### config.mk
export PLATFORM = sky130hd
export DESIGN_NAME = riscv_trap_and_interrupt_unit
export DESIGN_NICKNAME = d
export VERILOG_FILES = /design/src/rtl/core/rtti_pkg.sv /design/src/rtl/core/rtti_cfg_regs.sv /design/src/rtl/core/rtti_irq_mask.sv /design/src/rtl/core/rtti_select.sv /design/src/rtl/core/rtti_commit.sv /design/src/rtl/core/riscv_trap_and_interrupt_unit.sv
export SDC_FILE = /design/constraint.sdc
export NUM_CORES = 1
export LEC_CHECK = 0
export BUFFER_PORTS_ARGS = -buffer_cell sky130_fd_sc_hd__buf_2
export CELL_PAD_IN_SITES_DETAIL_PLACEMENT = 0
export CELL_PAD_IN_SITES_GLOBAL_PLACEMENT = 1
export CORE_ASPECT_RATIO = 0.8
export CORE_UTILIZATION = 42
export DETAILED_ROUTE_END_ITERATION = 6
export PLACE_DENSITY_LB_ADDON = 0.2
export SLEW_MARGIN = 20
export SYNTH_ARGS = -nofsm -noshare
export SYNTH_HDL_FRONTEND = slang
export SYNTH_HIERARCHICAL = 1
export SYNTH_SLANG_ARGS = --single-unit
### constraint.sdc
create_clock -name aclk -period 4.5 [get_ports aclk]
set_input_delay 0.225 -clock aclk [delete_from_list [all_inputs] [get_ports aclk]]
set_output_delay 0.225 -clock aclk [all_outputs]
set_load 0.005 [all_outputs]
### src/rtl/core/rtti_pkg.sv
// Shared types and constants for the trap and interrupt unit.
`timescale 1ns / 1ps

package rtti_pkg;

    // Privilege levels.
    localparam logic [1:0] PRIV_U = 2'd0;
    localparam logic [1:0] PRIV_S = 2'd1;
    localparam logic [1:0] PRIV_M = 2'd3;

    // Bit positions inside mstatus.
    localparam int ST_SIE    = 1;
    localparam int ST_MIE    = 3;
    localparam int ST_SPIE   = 5;
    localparam int ST_MPIE   = 7;
    localparam int ST_SPP    = 8;
    localparam int ST_MPP_LO = 11;
    localparam int ST_MPP_HI = 12;

    // Interrupt numbers in the mip/mie layout.
    localparam logic [3:0] IRQ_SSI = 4'd1;
    localparam logic [3:0] IRQ_MSI = 4'd3;
    localparam logic [3:0] IRQ_STI = 4'd5;
    localparam logic [3:0] IRQ_MTI = 4'd7;
    localparam logic [3:0] IRQ_SEI = 4'd9;
    localparam logic [3:0] IRQ_MEI = 4'd11;

    // Trap vector mode field.
    localparam logic [1:0] TVEC_VECTORED = 2'd1;

    // Configuration register indexes.
    localparam int         CFG_IDX_W = 3;
    localparam logic [CFG_IDX_W-1:0] CFG_MTVEC  = 3'd0;
    localparam logic [CFG_IDX_W-1:0] CFG_STVEC  = 3'd1;
    localparam logic [CFG_IDX_W-1:0] CFG_EDELEG = 3'd2;
    localparam logic [CFG_IDX_W-1:0] CFG_IDELEG = 3'd3;
    localparam logic [CFG_IDX_W-1:0] CFG_IE     = 3'd4;

    // Configuration register contents.
    typedef struct packed {
        logic [31:0] mtvec;
        logic [31:0] stvec;
        logic [15:0] edeleg;
        logic [11:0] ideleg;
        logic [11:0] ie;
    } cfg_t;

    // One incoming request as it arrives on the ports.
    typedef struct packed {
        logic [31:0] cur_pc;
        logic [31:0] following_pc;
        logic [1:0]  cur_priv;
        logic [31:0] status_in;
        logic        exc_valid;
        logic [3:0]  exc_code;
        logic [31:0] fault_value;
        logic [11:0] pending_lines;
        logic        ext_super_external;
        logic        ext_super_timer;
    } req_t;

    // After masking: candidates in priority order, index 0 highest.
    typedef struct packed {
        logic [31:0] cur_pc;
        logic [31:0] following_pc;
        logic [1:0]  cur_priv;
        logic [31:0] status_in;
        logic        exc_valid;
        logic [3:0]  exc_code;
        logic        exc_to_s;
        logic [31:0] fault_value;
        logic [5:0]  m_pri;
        logic [2:0]  s_pri;
    } mask_t;

    // After selection: the trap decision.
    typedef struct packed {
        logic        taken;
        logic        to_s;
        logic        intr;
        logic [3:0]  code;
        logic [31:0] saved_pc;
        logic [31:0] trap_value;
        logic [31:0] following_pc;
        logic [1:0]  cur_priv;
        logic [31:0] status_in;
    } sel_t;

    // Final result.
    typedef struct packed {
        logic        trap_taken;
        logic        to_supervisor;
        logic        interrupt_trap;
        logic [3:0]  cause_code;
        logic [31:0] saved_pc;
        logic [31:0] trap_value;
        logic [31:0] next_pc;
        logic [1:0]  next_priv;
        logic [31:0] status_out;
    } rsp_t;

endpackage

### src/rtl/core/rtti_cfg_regs.sv
// Configuration registers of the trap and interrupt unit.
`timescale 1ns / 1ps

module rtti_cfg_regs (
    input  logic                           aclk,
    input  logic                           aresetn,
    input  logic                           cfg_valid,
    output logic                           cfg_ready,
    input  logic [rtti_pkg::CFG_IDX_W-1:0] cfg_index,
    input  logic [31:0]                    cfg_data,
    output rtti_pkg::cfg_t                 cfg
);

    rtti_pkg::cfg_t cfg_reg;
    rtti_pkg::cfg_t cfg_next;

    // Writes are always taken.
    assign cfg_ready = 1'b1;

    // Decode the register index; unknown indexes leave everything unchanged.
    always_comb begin
        cfg_next = cfg_reg;
        if (cfg_valid) begin
            unique case (cfg_index)
                rtti_pkg::CFG_MTVEC:  cfg_next.mtvec  = cfg_data;
                rtti_pkg::CFG_STVEC:  cfg_next.stvec  = cfg_data;
                rtti_pkg::CFG_EDELEG: cfg_next.edeleg = cfg_data[15:0];
                rtti_pkg::CFG_IDELEG: cfg_next.ideleg = cfg_data[11:0];
                rtti_pkg::CFG_IE:     cfg_next.ie     = cfg_data[11:0];
                default:              cfg_next = cfg_reg;
            endcase
        end
    end

    always_ff @(posedge aclk) begin
        if (!aresetn) begin
            cfg_reg <= '0;
        end else begin
            cfg_reg <= cfg_next;
        end
    end

    assign cfg = cfg_reg;

endmodule

### src/rtl/core/rtti_irq_mask.sv
// First stage: merges interrupt lines, applies enables, delegation and eligibility.
`timescale 1ns / 1ps

module rtti_irq_mask (
    input  logic            aclk,
    input  logic            aresetn,
    input  rtti_pkg::cfg_t  cfg,
    input  logic            in_valid,
    output logic            in_ready,
    input  rtti_pkg::req_t  in_req,
    output logic            out_valid,
    input  logic            out_ready,
    output rtti_pkg::mask_t out_item
);

    logic            valid_reg;
    rtti_pkg::mask_t item_reg;
    rtti_pkg::mask_t item_next;

    logic [11:0] mip;
    logic [11:0] m_act;
    logic [11:0] s_act;
    logic        m_ok;
    logic        s_ok;

    // Pending lines with the external supervisor lines folded in.
    always_comb begin
        mip = in_req.pending_lines;
        mip[rtti_pkg::IRQ_SEI] = mip[rtti_pkg::IRQ_SEI] | in_req.ext_super_external;
        mip[rtti_pkg::IRQ_STI] = mip[rtti_pkg::IRQ_STI] | in_req.ext_super_timer;
        m_act = mip & cfg.ie & ~cfg.ideleg;
        s_act = mip & cfg.ie;
    end

    // Global enables depend on the current privilege; reserved privilege
    // two counts as below M but not as S.
    assign m_ok = ((in_req.cur_priv == rtti_pkg::PRIV_M) && in_req.status_in[rtti_pkg::ST_MIE])
                  || (in_req.cur_priv != rtti_pkg::PRIV_M);
    assign s_ok = ((in_req.cur_priv == rtti_pkg::PRIV_S) && in_req.status_in[rtti_pkg::ST_SIE])
                  || (in_req.cur_priv == rtti_pkg::PRIV_U);

    // Build the stage payload with candidates in priority order.
    always_comb begin
        item_next.cur_pc       = in_req.cur_pc;
        item_next.following_pc = in_req.following_pc;
        item_next.cur_priv     = in_req.cur_priv;
        item_next.status_in    = in_req.status_in;
        item_next.exc_valid    = in_req.exc_valid;
        item_next.exc_code     = in_req.exc_code;
        item_next.exc_to_s     = cfg.edeleg[in_req.exc_code]
                                 && (in_req.cur_priv != rtti_pkg::PRIV_M);
        item_next.fault_value  = in_req.fault_value;
        item_next.m_pri = {m_act[rtti_pkg::IRQ_STI], m_act[rtti_pkg::IRQ_SSI],
                           m_act[rtti_pkg::IRQ_SEI], m_act[rtti_pkg::IRQ_MTI],
                           m_act[rtti_pkg::IRQ_MSI], m_act[rtti_pkg::IRQ_MEI]} & {6{m_ok}};
        item_next.s_pri = {s_act[rtti_pkg::IRQ_STI], s_act[rtti_pkg::IRQ_SSI],
                           s_act[rtti_pkg::IRQ_SEI]} & {3{s_ok}};
    end

    // Stage register; it loads whenever it is empty or its result moves on.
    assign in_ready = !valid_reg || out_ready;

    always_ff @(posedge aclk) begin
        if (!aresetn) begin
            valid_reg <= 1'b0;
        end else if (in_ready) begin
            valid_reg <= in_valid;
        end
    end

    always_ff @(posedge aclk) begin
        if (in_ready && in_valid) begin
            item_reg <= item_next;
        end
    end

    assign out_valid = valid_reg;
    assign out_item  = item_reg;

endmodule

### src/rtl/core/rtti_select.sv
// Second stage: picks the exception or the highest-priority interrupt.
`timescale 1ns / 1ps

module rtti_select (
    input  logic            aclk,
    input  logic            aresetn,
    input  logic            in_valid,
    output logic            in_ready,
    input  rtti_pkg::mask_t in_item,
    output logic            out_valid,
    input  logic            out_ready,
    output rtti_pkg::sel_t  out_item
);

    logic           valid_reg;
    rtti_pkg::sel_t item_reg;
    rtti_pkg::sel_t item_next;

    // Exceptions win; then M-level candidates, then S-level ones.
    always_comb begin
        item_next.taken = 1'b1;
        item_next.to_s  = 1'b0;
        item_next.intr  = 1'b1;
        item_next.code  = '0;
        if (in_item.exc_valid) begin
            item_next.intr = 1'b0;
            item_next.code = in_item.exc_code;
            item_next.to_s = in_item.exc_to_s;
        end else if (in_item.m_pri[0]) begin
            item_next.code = rtti_pkg::IRQ_MEI;
        end else if (in_item.m_pri[1]) begin
            item_next.code = rtti_pkg::IRQ_MSI;
        end else if (in_item.m_pri[2]) begin
            item_next.code = rtti_pkg::IRQ_MTI;
        end else if (in_item.m_pri[3]) begin
            item_next.code = rtti_pkg::IRQ_SEI;
        end else if (in_item.m_pri[4]) begin
            item_next.code = rtti_pkg::IRQ_SSI;
        end else if (in_item.m_pri[5]) begin
            item_next.code = rtti_pkg::IRQ_STI;
        end else if (in_item.s_pri[0]) begin
            item_next.to_s = 1'b1;
            item_next.code = rtti_pkg::IRQ_SEI;
        end else if (in_item.s_pri[1]) begin
            item_next.to_s = 1'b1;
            item_next.code = rtti_pkg::IRQ_SSI;
        end else if (in_item.s_pri[2]) begin
            item_next.to_s = 1'b1;
            item_next.code = rtti_pkg::IRQ_STI;
        end else begin
            item_next.taken = 1'b0;
            item_next.intr  = 1'b0;
        end

        // Interrupts resume after the instruction, exceptions redo it.
        if (!item_next.taken) begin
            item_next.saved_pc   = '0;
            item_next.trap_value = '0;
        end else begin
            item_next.saved_pc   = item_next.intr ? in_item.following_pc : in_item.cur_pc;
            item_next.trap_value = in_item.fault_value;
        end
        item_next.following_pc = in_item.following_pc;
        item_next.cur_priv     = in_item.cur_priv;
        item_next.status_in    = in_item.status_in;
    end

    // Stage register.
    assign in_ready = !valid_reg || out_ready;

    always_ff @(posedge aclk) begin
        if (!aresetn) begin
            valid_reg <= 1'b0;
        end else if (in_ready) begin
            valid_reg <= in_valid;
        end
    end

    always_ff @(posedge aclk) begin
        if (in_ready && in_valid) begin
            item_reg <= item_next;
        end
    end

    assign out_valid = valid_reg;
    assign out_item  = item_reg;

endmodule

### src/rtl/core/rtti_commit.sv
// Third stage: handler address, new privilege and new mstatus; holds the result.
`timescale 1ns / 1ps

module rtti_commit (
    input  logic           aclk,
    input  logic           aresetn,
    input  rtti_pkg::cfg_t cfg,
    input  logic           in_valid,
    output logic           in_ready,
    input  rtti_pkg::sel_t in_item,
    output logic           out_valid,
    input  logic           out_ready,
    output rtti_pkg::rsp_t out_item
);

    logic           valid_reg;
    rtti_pkg::rsp_t item_reg;
    rtti_pkg::rsp_t item_next;

    logic [31:0] tvec;
    logic [31:0] offset;
    logic [31:0] target;
    logic [31:0] status_trap;

    // Handler address: base, plus four times the cause for vectored interrupts.
    // Reserved modes behave as direct.
    always_comb begin
        tvec   = in_item.to_s ? cfg.stvec : cfg.mtvec;
        offset = '0;
        if ((tvec[1:0] == rtti_pkg::TVEC_VECTORED) && in_item.intr) begin
            offset = {26'd0, in_item.code, 2'b00};
        end
        target = {tvec[31:2], 2'b00} + offset;
    end

    // Stack the interrupt enable and record the previous privilege.
    always_comb begin
        status_trap = in_item.status_in;
        if (in_item.to_s) begin
            status_trap[rtti_pkg::ST_SPIE] = in_item.status_in[rtti_pkg::ST_SIE];
            status_trap[rtti_pkg::ST_SIE]  = 1'b0;
            status_trap[rtti_pkg::ST_SPP]  = in_item.cur_priv[0];
        end else begin
            status_trap[rtti_pkg::ST_MPIE] = in_item.status_in[rtti_pkg::ST_MIE];
            status_trap[rtti_pkg::ST_MIE]  = 1'b0;
            status_trap[rtti_pkg::ST_MPP_HI:rtti_pkg::ST_MPP_LO] = in_item.cur_priv;
        end
    end

    // Assemble the result; without a trap the hart state passes unchanged.
    always_comb begin
        item_next.trap_taken     = in_item.taken;
        item_next.to_supervisor  = in_item.to_s;
        item_next.interrupt_trap = in_item.intr;
        item_next.cause_code     = in_item.code;
        item_next.saved_pc       = in_item.saved_pc;
        item_next.trap_value     = in_item.trap_value;
        if (in_item.taken) begin
            item_next.next_pc    = target;
            item_next.next_priv  = in_item.to_s ? rtti_pkg::PRIV_S : rtti_pkg::PRIV_M;
            item_next.status_out = status_trap;
        end else begin
            item_next.next_pc    = in_item.following_pc;
            item_next.next_priv  = in_item.cur_priv;
            item_next.status_out = in_item.status_in;
        end
    end

    // Output register.
    assign in_ready = !valid_reg || out_ready;

    always_ff @(posedge aclk) begin
        if (!aresetn) begin
            valid_reg <= 1'b0;
        end else if (in_ready) begin
            valid_reg <= in_valid;
        end
    end

    always_ff @(posedge aclk) begin
        if (in_ready && in_valid) begin
            item_reg <= item_next;
        end
    end

    assign out_valid = valid_reg;
    assign out_item  = item_reg;

`ifndef NO_ASSERTIONS
    // A supervisor trap always lands in S mode.
    a_s_trap_priv: assert property (@(posedge aclk) disable iff (!aresetn)
        (valid_reg && item_reg.trap_taken && item_reg.to_supervisor)
        |-> (item_reg.next_priv == rtti_pkg::PRIV_S))
        else $error("supervisor trap did not enter S mode");

    // A machine trap lands in M mode with MIE cleared.
    a_m_trap_state: assert property (@(posedge aclk) disable iff (!aresetn)
        (valid_reg && item_reg.trap_taken && !item_reg.to_supervisor)
        |-> ((item_reg.next_priv == rtti_pkg::PRIV_M)
             && !item_reg.status_out[rtti_pkg::ST_MIE]))
        else $error("machine trap left MIE set or privilege wrong");

    // Without a trap, the supervisor, interrupt, cause and saved pc fields are zero.
    a_no_trap_clean: assert property (@(posedge aclk) disable iff (!aresetn)
        (valid_reg && !item_reg.trap_taken)
        |-> (!item_reg.to_supervisor && !item_reg.interrupt_trap
             && (item_reg.cause_code == 4'd0) && (item_reg.saved_pc == 32'd0)))
        else $error("trap record not cleared when no trap was taken");
`endif

endmodule

### src/rtl/core/riscv_trap_and_interrupt_unit.sv
// Top level of the trap and interrupt unit.
`timescale 1ns / 1ps

// Trap and interrupt unit for a hart with M, S and U modes.
// Requests arrive on the s_ channel, one per retired instruction: pc, next pc,
// privilege, mstatus, pending interrupt lines and an optional exception. Each
// request yields exactly one result on the m_ channel: whether a trap is
// taken, its cause, xepc, xtval, the next pc, privilege and mstatus.
// The cfg_ channel writes the trap vectors, delegation masks and interrupt
// enables; write it only while no request is in flight.
// The request passes three register stages: one for interrupt masking, one for
// priority selection, one for the handler address add and mstatus update.
// m_valid rises once the request has passed the mask, select and commit
// registers. A new request is taken in every cycle while s_ready is high.
// When the receiver stalls, the result holds on the m_ ports and the stages
// behind it keep filling; s_ready drops once all three stages are occupied.
// Reset clears all configuration registers to zero and empties the pipeline.
module riscv_trap_and_interrupt_unit (
    input  logic                           aclk,
    input  logic                           aresetn,

    input  logic                           cfg_valid,
    output logic                           cfg_ready,
    input  logic [rtti_pkg::CFG_IDX_W-1:0] cfg_index,
    input  logic [31:0]                    cfg_data,

    input  logic                           s_valid,
    output logic                           s_ready,
    input  logic [31:0]                    s_cur_pc,
    input  logic [31:0]                    s_following_pc,
    input  logic [1:0]                     s_cur_priv,
    input  logic [31:0]                    s_status_in,
    input  logic                           s_exc_valid,
    input  logic [3:0]                     s_exc_code,
    input  logic [31:0]                    s_fault_value,
    input  logic [11:0]                    s_pending_lines,
    input  logic                           s_ext_super_external,
    input  logic                           s_ext_super_timer,

    output logic                           m_valid,
    input  logic                           m_ready,
    output logic                           m_trap_taken,
    output logic                           m_to_supervisor,
    output logic                           m_interrupt_trap,
    output logic [3:0]                     m_cause_code,
    output logic [31:0]                    m_saved_pc,
    output logic [31:0]                    m_trap_value,
    output logic [31:0]                    m_next_pc,
    output logic [1:0]                     m_next_priv,
    output logic [31:0]                    m_status_out
);

    rtti_pkg::cfg_t  cfg;
    rtti_pkg::req_t  req;
    rtti_pkg::mask_t mask_item;
    rtti_pkg::sel_t  sel_item;
    rtti_pkg::rsp_t  rsp;
    logic            mask_valid;
    logic            mask_ready;
    logic            sel_valid;
    logic            sel_ready;

    // Configuration registers.
    rtti_cfg_regs u_cfg (
        .aclk      (aclk),
        .aresetn   (aresetn),
        .cfg_valid (cfg_valid),
        .cfg_ready (cfg_ready),
        .cfg_index (cfg_index),
        .cfg_data  (cfg_data),
        .cfg       (cfg)
    );

    // Gather the request fields.
    always_comb begin
        req.cur_pc             = s_cur_pc;
        req.following_pc       = s_following_pc;
        req.cur_priv           = s_cur_priv;
        req.status_in          = s_status_in;
        req.exc_valid          = s_exc_valid;
        req.exc_code           = s_exc_code;
        req.fault_value        = s_fault_value;
        req.pending_lines      = s_pending_lines;
        req.ext_super_external = s_ext_super_external;
        req.ext_super_timer    = s_ext_super_timer;
    end

    // Stage one: masking and eligibility.
    rtti_irq_mask u_mask (
        .aclk      (aclk),
        .aresetn   (aresetn),
        .cfg       (cfg),
        .in_valid  (s_valid),
        .in_ready  (s_ready),
        .in_req    (req),
        .out_valid (mask_valid),
        .out_ready (mask_ready),
        .out_item  (mask_item)
    );

    // Stage two: priority selection.
    rtti_select u_select (
        .aclk      (aclk),
        .aresetn   (aresetn),
        .in_valid  (mask_valid),
        .in_ready  (mask_ready),
        .in_item   (mask_item),
        .out_valid (sel_valid),
        .out_ready (sel_ready),
        .out_item  (sel_item)
    );

    // Stage three: handler address and state update.
    rtti_commit u_commit (
        .aclk      (aclk),
        .aresetn   (aresetn),
        .cfg       (cfg),
        .in_valid  (sel_valid),
        .in_ready  (sel_ready),
        .in_item   (sel_item),
        .out_valid (m_valid),
        .out_ready (m_ready),
        .out_item  (rsp)
    );

    // Result fields.
    assign m_trap_taken     = rsp.trap_taken;
    assign m_to_supervisor  = rsp.to_supervisor;
    assign m_interrupt_trap = rsp.interrupt_trap;
    assign m_cause_code     = rsp.cause_code;
    assign m_saved_pc       = rsp.saved_pc;
    assign m_trap_value     = rsp.trap_value;
    assign m_next_pc        = rsp.next_pc;
    assign m_next_priv      = rsp.next_priv;
    assign m_status_out     = rsp.status_out;

`ifndef NO_ASSERTIONS
    // Requests are refused only when every stage is full and the output stalls.
    a_full_when_blocked: assert property (@(posedge aclk) disable iff (!aresetn)
        !s_ready |-> (m_valid && !m_ready && mask_valid && sel_valid))
        else $error("input blocked while the pipeline had room");
`endif

endmodule

==> results.toml <==
[run_status]
status = "completed"

[routing]
drt_pass1_iterations = 5
vias_per_cell = 4.87
ant_nets = 0
drt_iter0_drc = 541
drc = 0
dr_total_vias = 11500
totalWireLength_mm = 44.1
post_drt_wl_per_cell_um = 18.7

[global_route]
grt_pass1_vias = 11400
grt_max_degree = 67
grt_overflow = 0
antenna_found_initial = 3
track_usage_pct = 18.5
grt_pass1_wl_mm = 65.0

[power_and_ir_drop]
clockPowerShare_pct = 41.3
combPwrFrac_pct = 5.2
power_density_nw_per_um2 = 410
seq_power_share_pct = 53.5
netSwitchingFraction_pct = 21.0
p_leak_uw = 0.00970
internal_power_uw = 8000
ir_drop_mv = 0.307
switchingPower_uw = 2120

[min_path]
hold_path_class = "in -> reg"
min_from = "cfg_data[12]"

[sta]
fin_skew_ns = 0.0174
grt_setup_unrepaired = "false"
fmax_ghz = 0.284
hold_viol_final = 0
period_needed_ns = 3.52
tightest_slew_ns = 0.941
hold_slack_ns = 0.0240
finalSetupViolCount = 0
finalCritPeriodShare_pct = 78.2
setup_tns_ns = 0
max_slew_margin_pct = 37.2
drv_slew = 0

[place]
gp_congestion = 0.785
dp_hpwl_mm = 29.2
port_buffers = 321
dpl_cell_area_um2 = 21400

[clocking]
clk_path_buf_depth = 3
cts_resized = 0
clkTransAtPathRegs_ns = 0.06
clk_latency_ns = 0.57
cts_tree = "yes"
cts_max_level = 2
cts_root_buffer = "clkbuf_16"
numCtsBuffers = 50
clock-sinks = 514

[finish]
syn_to_final_growth_pct = 28.6
largest_reg_flops = 145
final_net_count = 1905
fin_area_um2 = 24700
final_layout_size_suffix_gt1_share_pct = 26.4

[worst_setup_path]
arrival_ns = 3.95
worstPathCellList = "o32ai_1 -> and3_1 -> ha_1 -> o21ai_0 -> o21bai_2 -> nand4_1 -> or4b_1 -> nand3_1"
startpoint = "u_select/out_item[135]"
cp_slowest_cell = "or4b_1"
cp_max_fo = 13
slowest_delay_ns = 0.69
path_buf_inv = 0
crit_family = "simple AND/OR/NAND/NOR gates"
end_kind = "register"
worstSetupPathType = "reg -> reg"
r2r_start = "u_select/out_item[135]"
startpoint_type = "register"
crit_required_ns = 4.93

[floorplanning]
core_um2 = 44700
dieArea_um2 = 46500
io_pins = 329
start_util_pct = 42.9
die_w_um = 241
rows = 69
die-height_um = 193

[synthesis]
syn_inst = 1213
synth.avg_cell_area_um2 = 15.8
syn_area_um2 = 19200
ys_warn_count = 6
synth_nets = 1407

[flow_run]
drv_cap = 0
[per-stage QoR]
step / cells / worst slack, ns / total power (uW) / util [%]
finish: 2356 / 0.979 / 10100 / 55.2
global route: 2355 / 0.698 / 10500 / 55.2
global placement: 2098 / 1.09 / 5930 / 47.8
floorplan: 1213 / 0.337 / 5730 / -
CTS: 2354 / 1.02 / 10300 / 55.1
detailed placement: 2098 / 1.04 / 5940 / 47.8
[final timing paths]
kind,endpoint,slack (ns),cells after the start
hold reg to reg,u_commit/out_item[0],0.41,0
setup / recovery,u_commit/out_item[55],0.98,8
hold / removal,u_cfg/cfg[36],0.02,3
setup reg to reg,u_commit/out_item[55],0.98,8
[area by class of cell]
cell class	count	area, um2
Clock inverter	36	359
Fill cell	3772	20000
Inverter	13	48.8
Timing Repair Buffer	504	3420
Sequential cell	514	14500
Antenna cell	2	5.00
Clock buffer	56	1270
Tap cell	603	754
Multi-Input combinational cell	628	4330
[cells in the final DEF (no fill, tap or decap), drive strengths merged, types with 5 or more instances in the layout]
master       count
nor2b           37
and2             5
nand3           30
a21oi           12
a22oi            7
xor2             7
and3             5
nor3            10
a21boi           5
nand4           10
dfxtp           95
nor2            52
or3              5
o21ai            9
nand2          168
edfxtp         419
a21o             5
inv             15
xnor2            8
clkinvlp         8
dlygate4sd3    164
buf            340
nand2b           6
mux2i          143
nand3b          13
bufinv           6
mux2            27
clkinv          20
clkbuf          56
[power groups by stage]
| stage | registers, uW | logic (uW) | clock network, uW |
|---|---|---|---|
| 6_report | 5420 | 530 | 4180 |
| 3_5_place_dp | 5520 | 418 | 0 |
| 4_1_cts | 5420 | 537 | 4300 |
| 3_3_place_gp | 5520 | 412 | 0 |
| 5_1_grt | 5440 | 581 | 4470 |
| 2_1_floorplan | 5520 | 217 | 0 |
[metal layers]
| layer | up-vias | wire length [um] | part of all wire (%) | track usage [%] |
|---|---|---|---|---|
| met5 | - | 18 | 0.041 | 0 |
| met4 | 4 | 959 | 2.2 | 5.23 |
| met3 | 74 | 2970 | 6.7 | 4.61 |
| met2 | 312 | 21200 | 48 | 30.4 |
| met1 | 5586 | 18900 | 43 | 24.5 |
| li1 | 5500 | - | - | - |
[worst register-to-register path: cells and delay by family (launching register included)]
family / cells / cell delay (ns)
simple gates: 4 / 1.65
compound gates: 3 / 1.00
flops: 1 / 0.52
fa+ha+maj: 1 / 0.21
[what timing repair did]
action	in CTS	in global routing
hold buffers	164	0
endpoints found under the setup margin	0	0
endpoints found under the hold margin	192	0
buffers inserted	0	0
No activity file was read; power rests on OpenSTA's default activity.
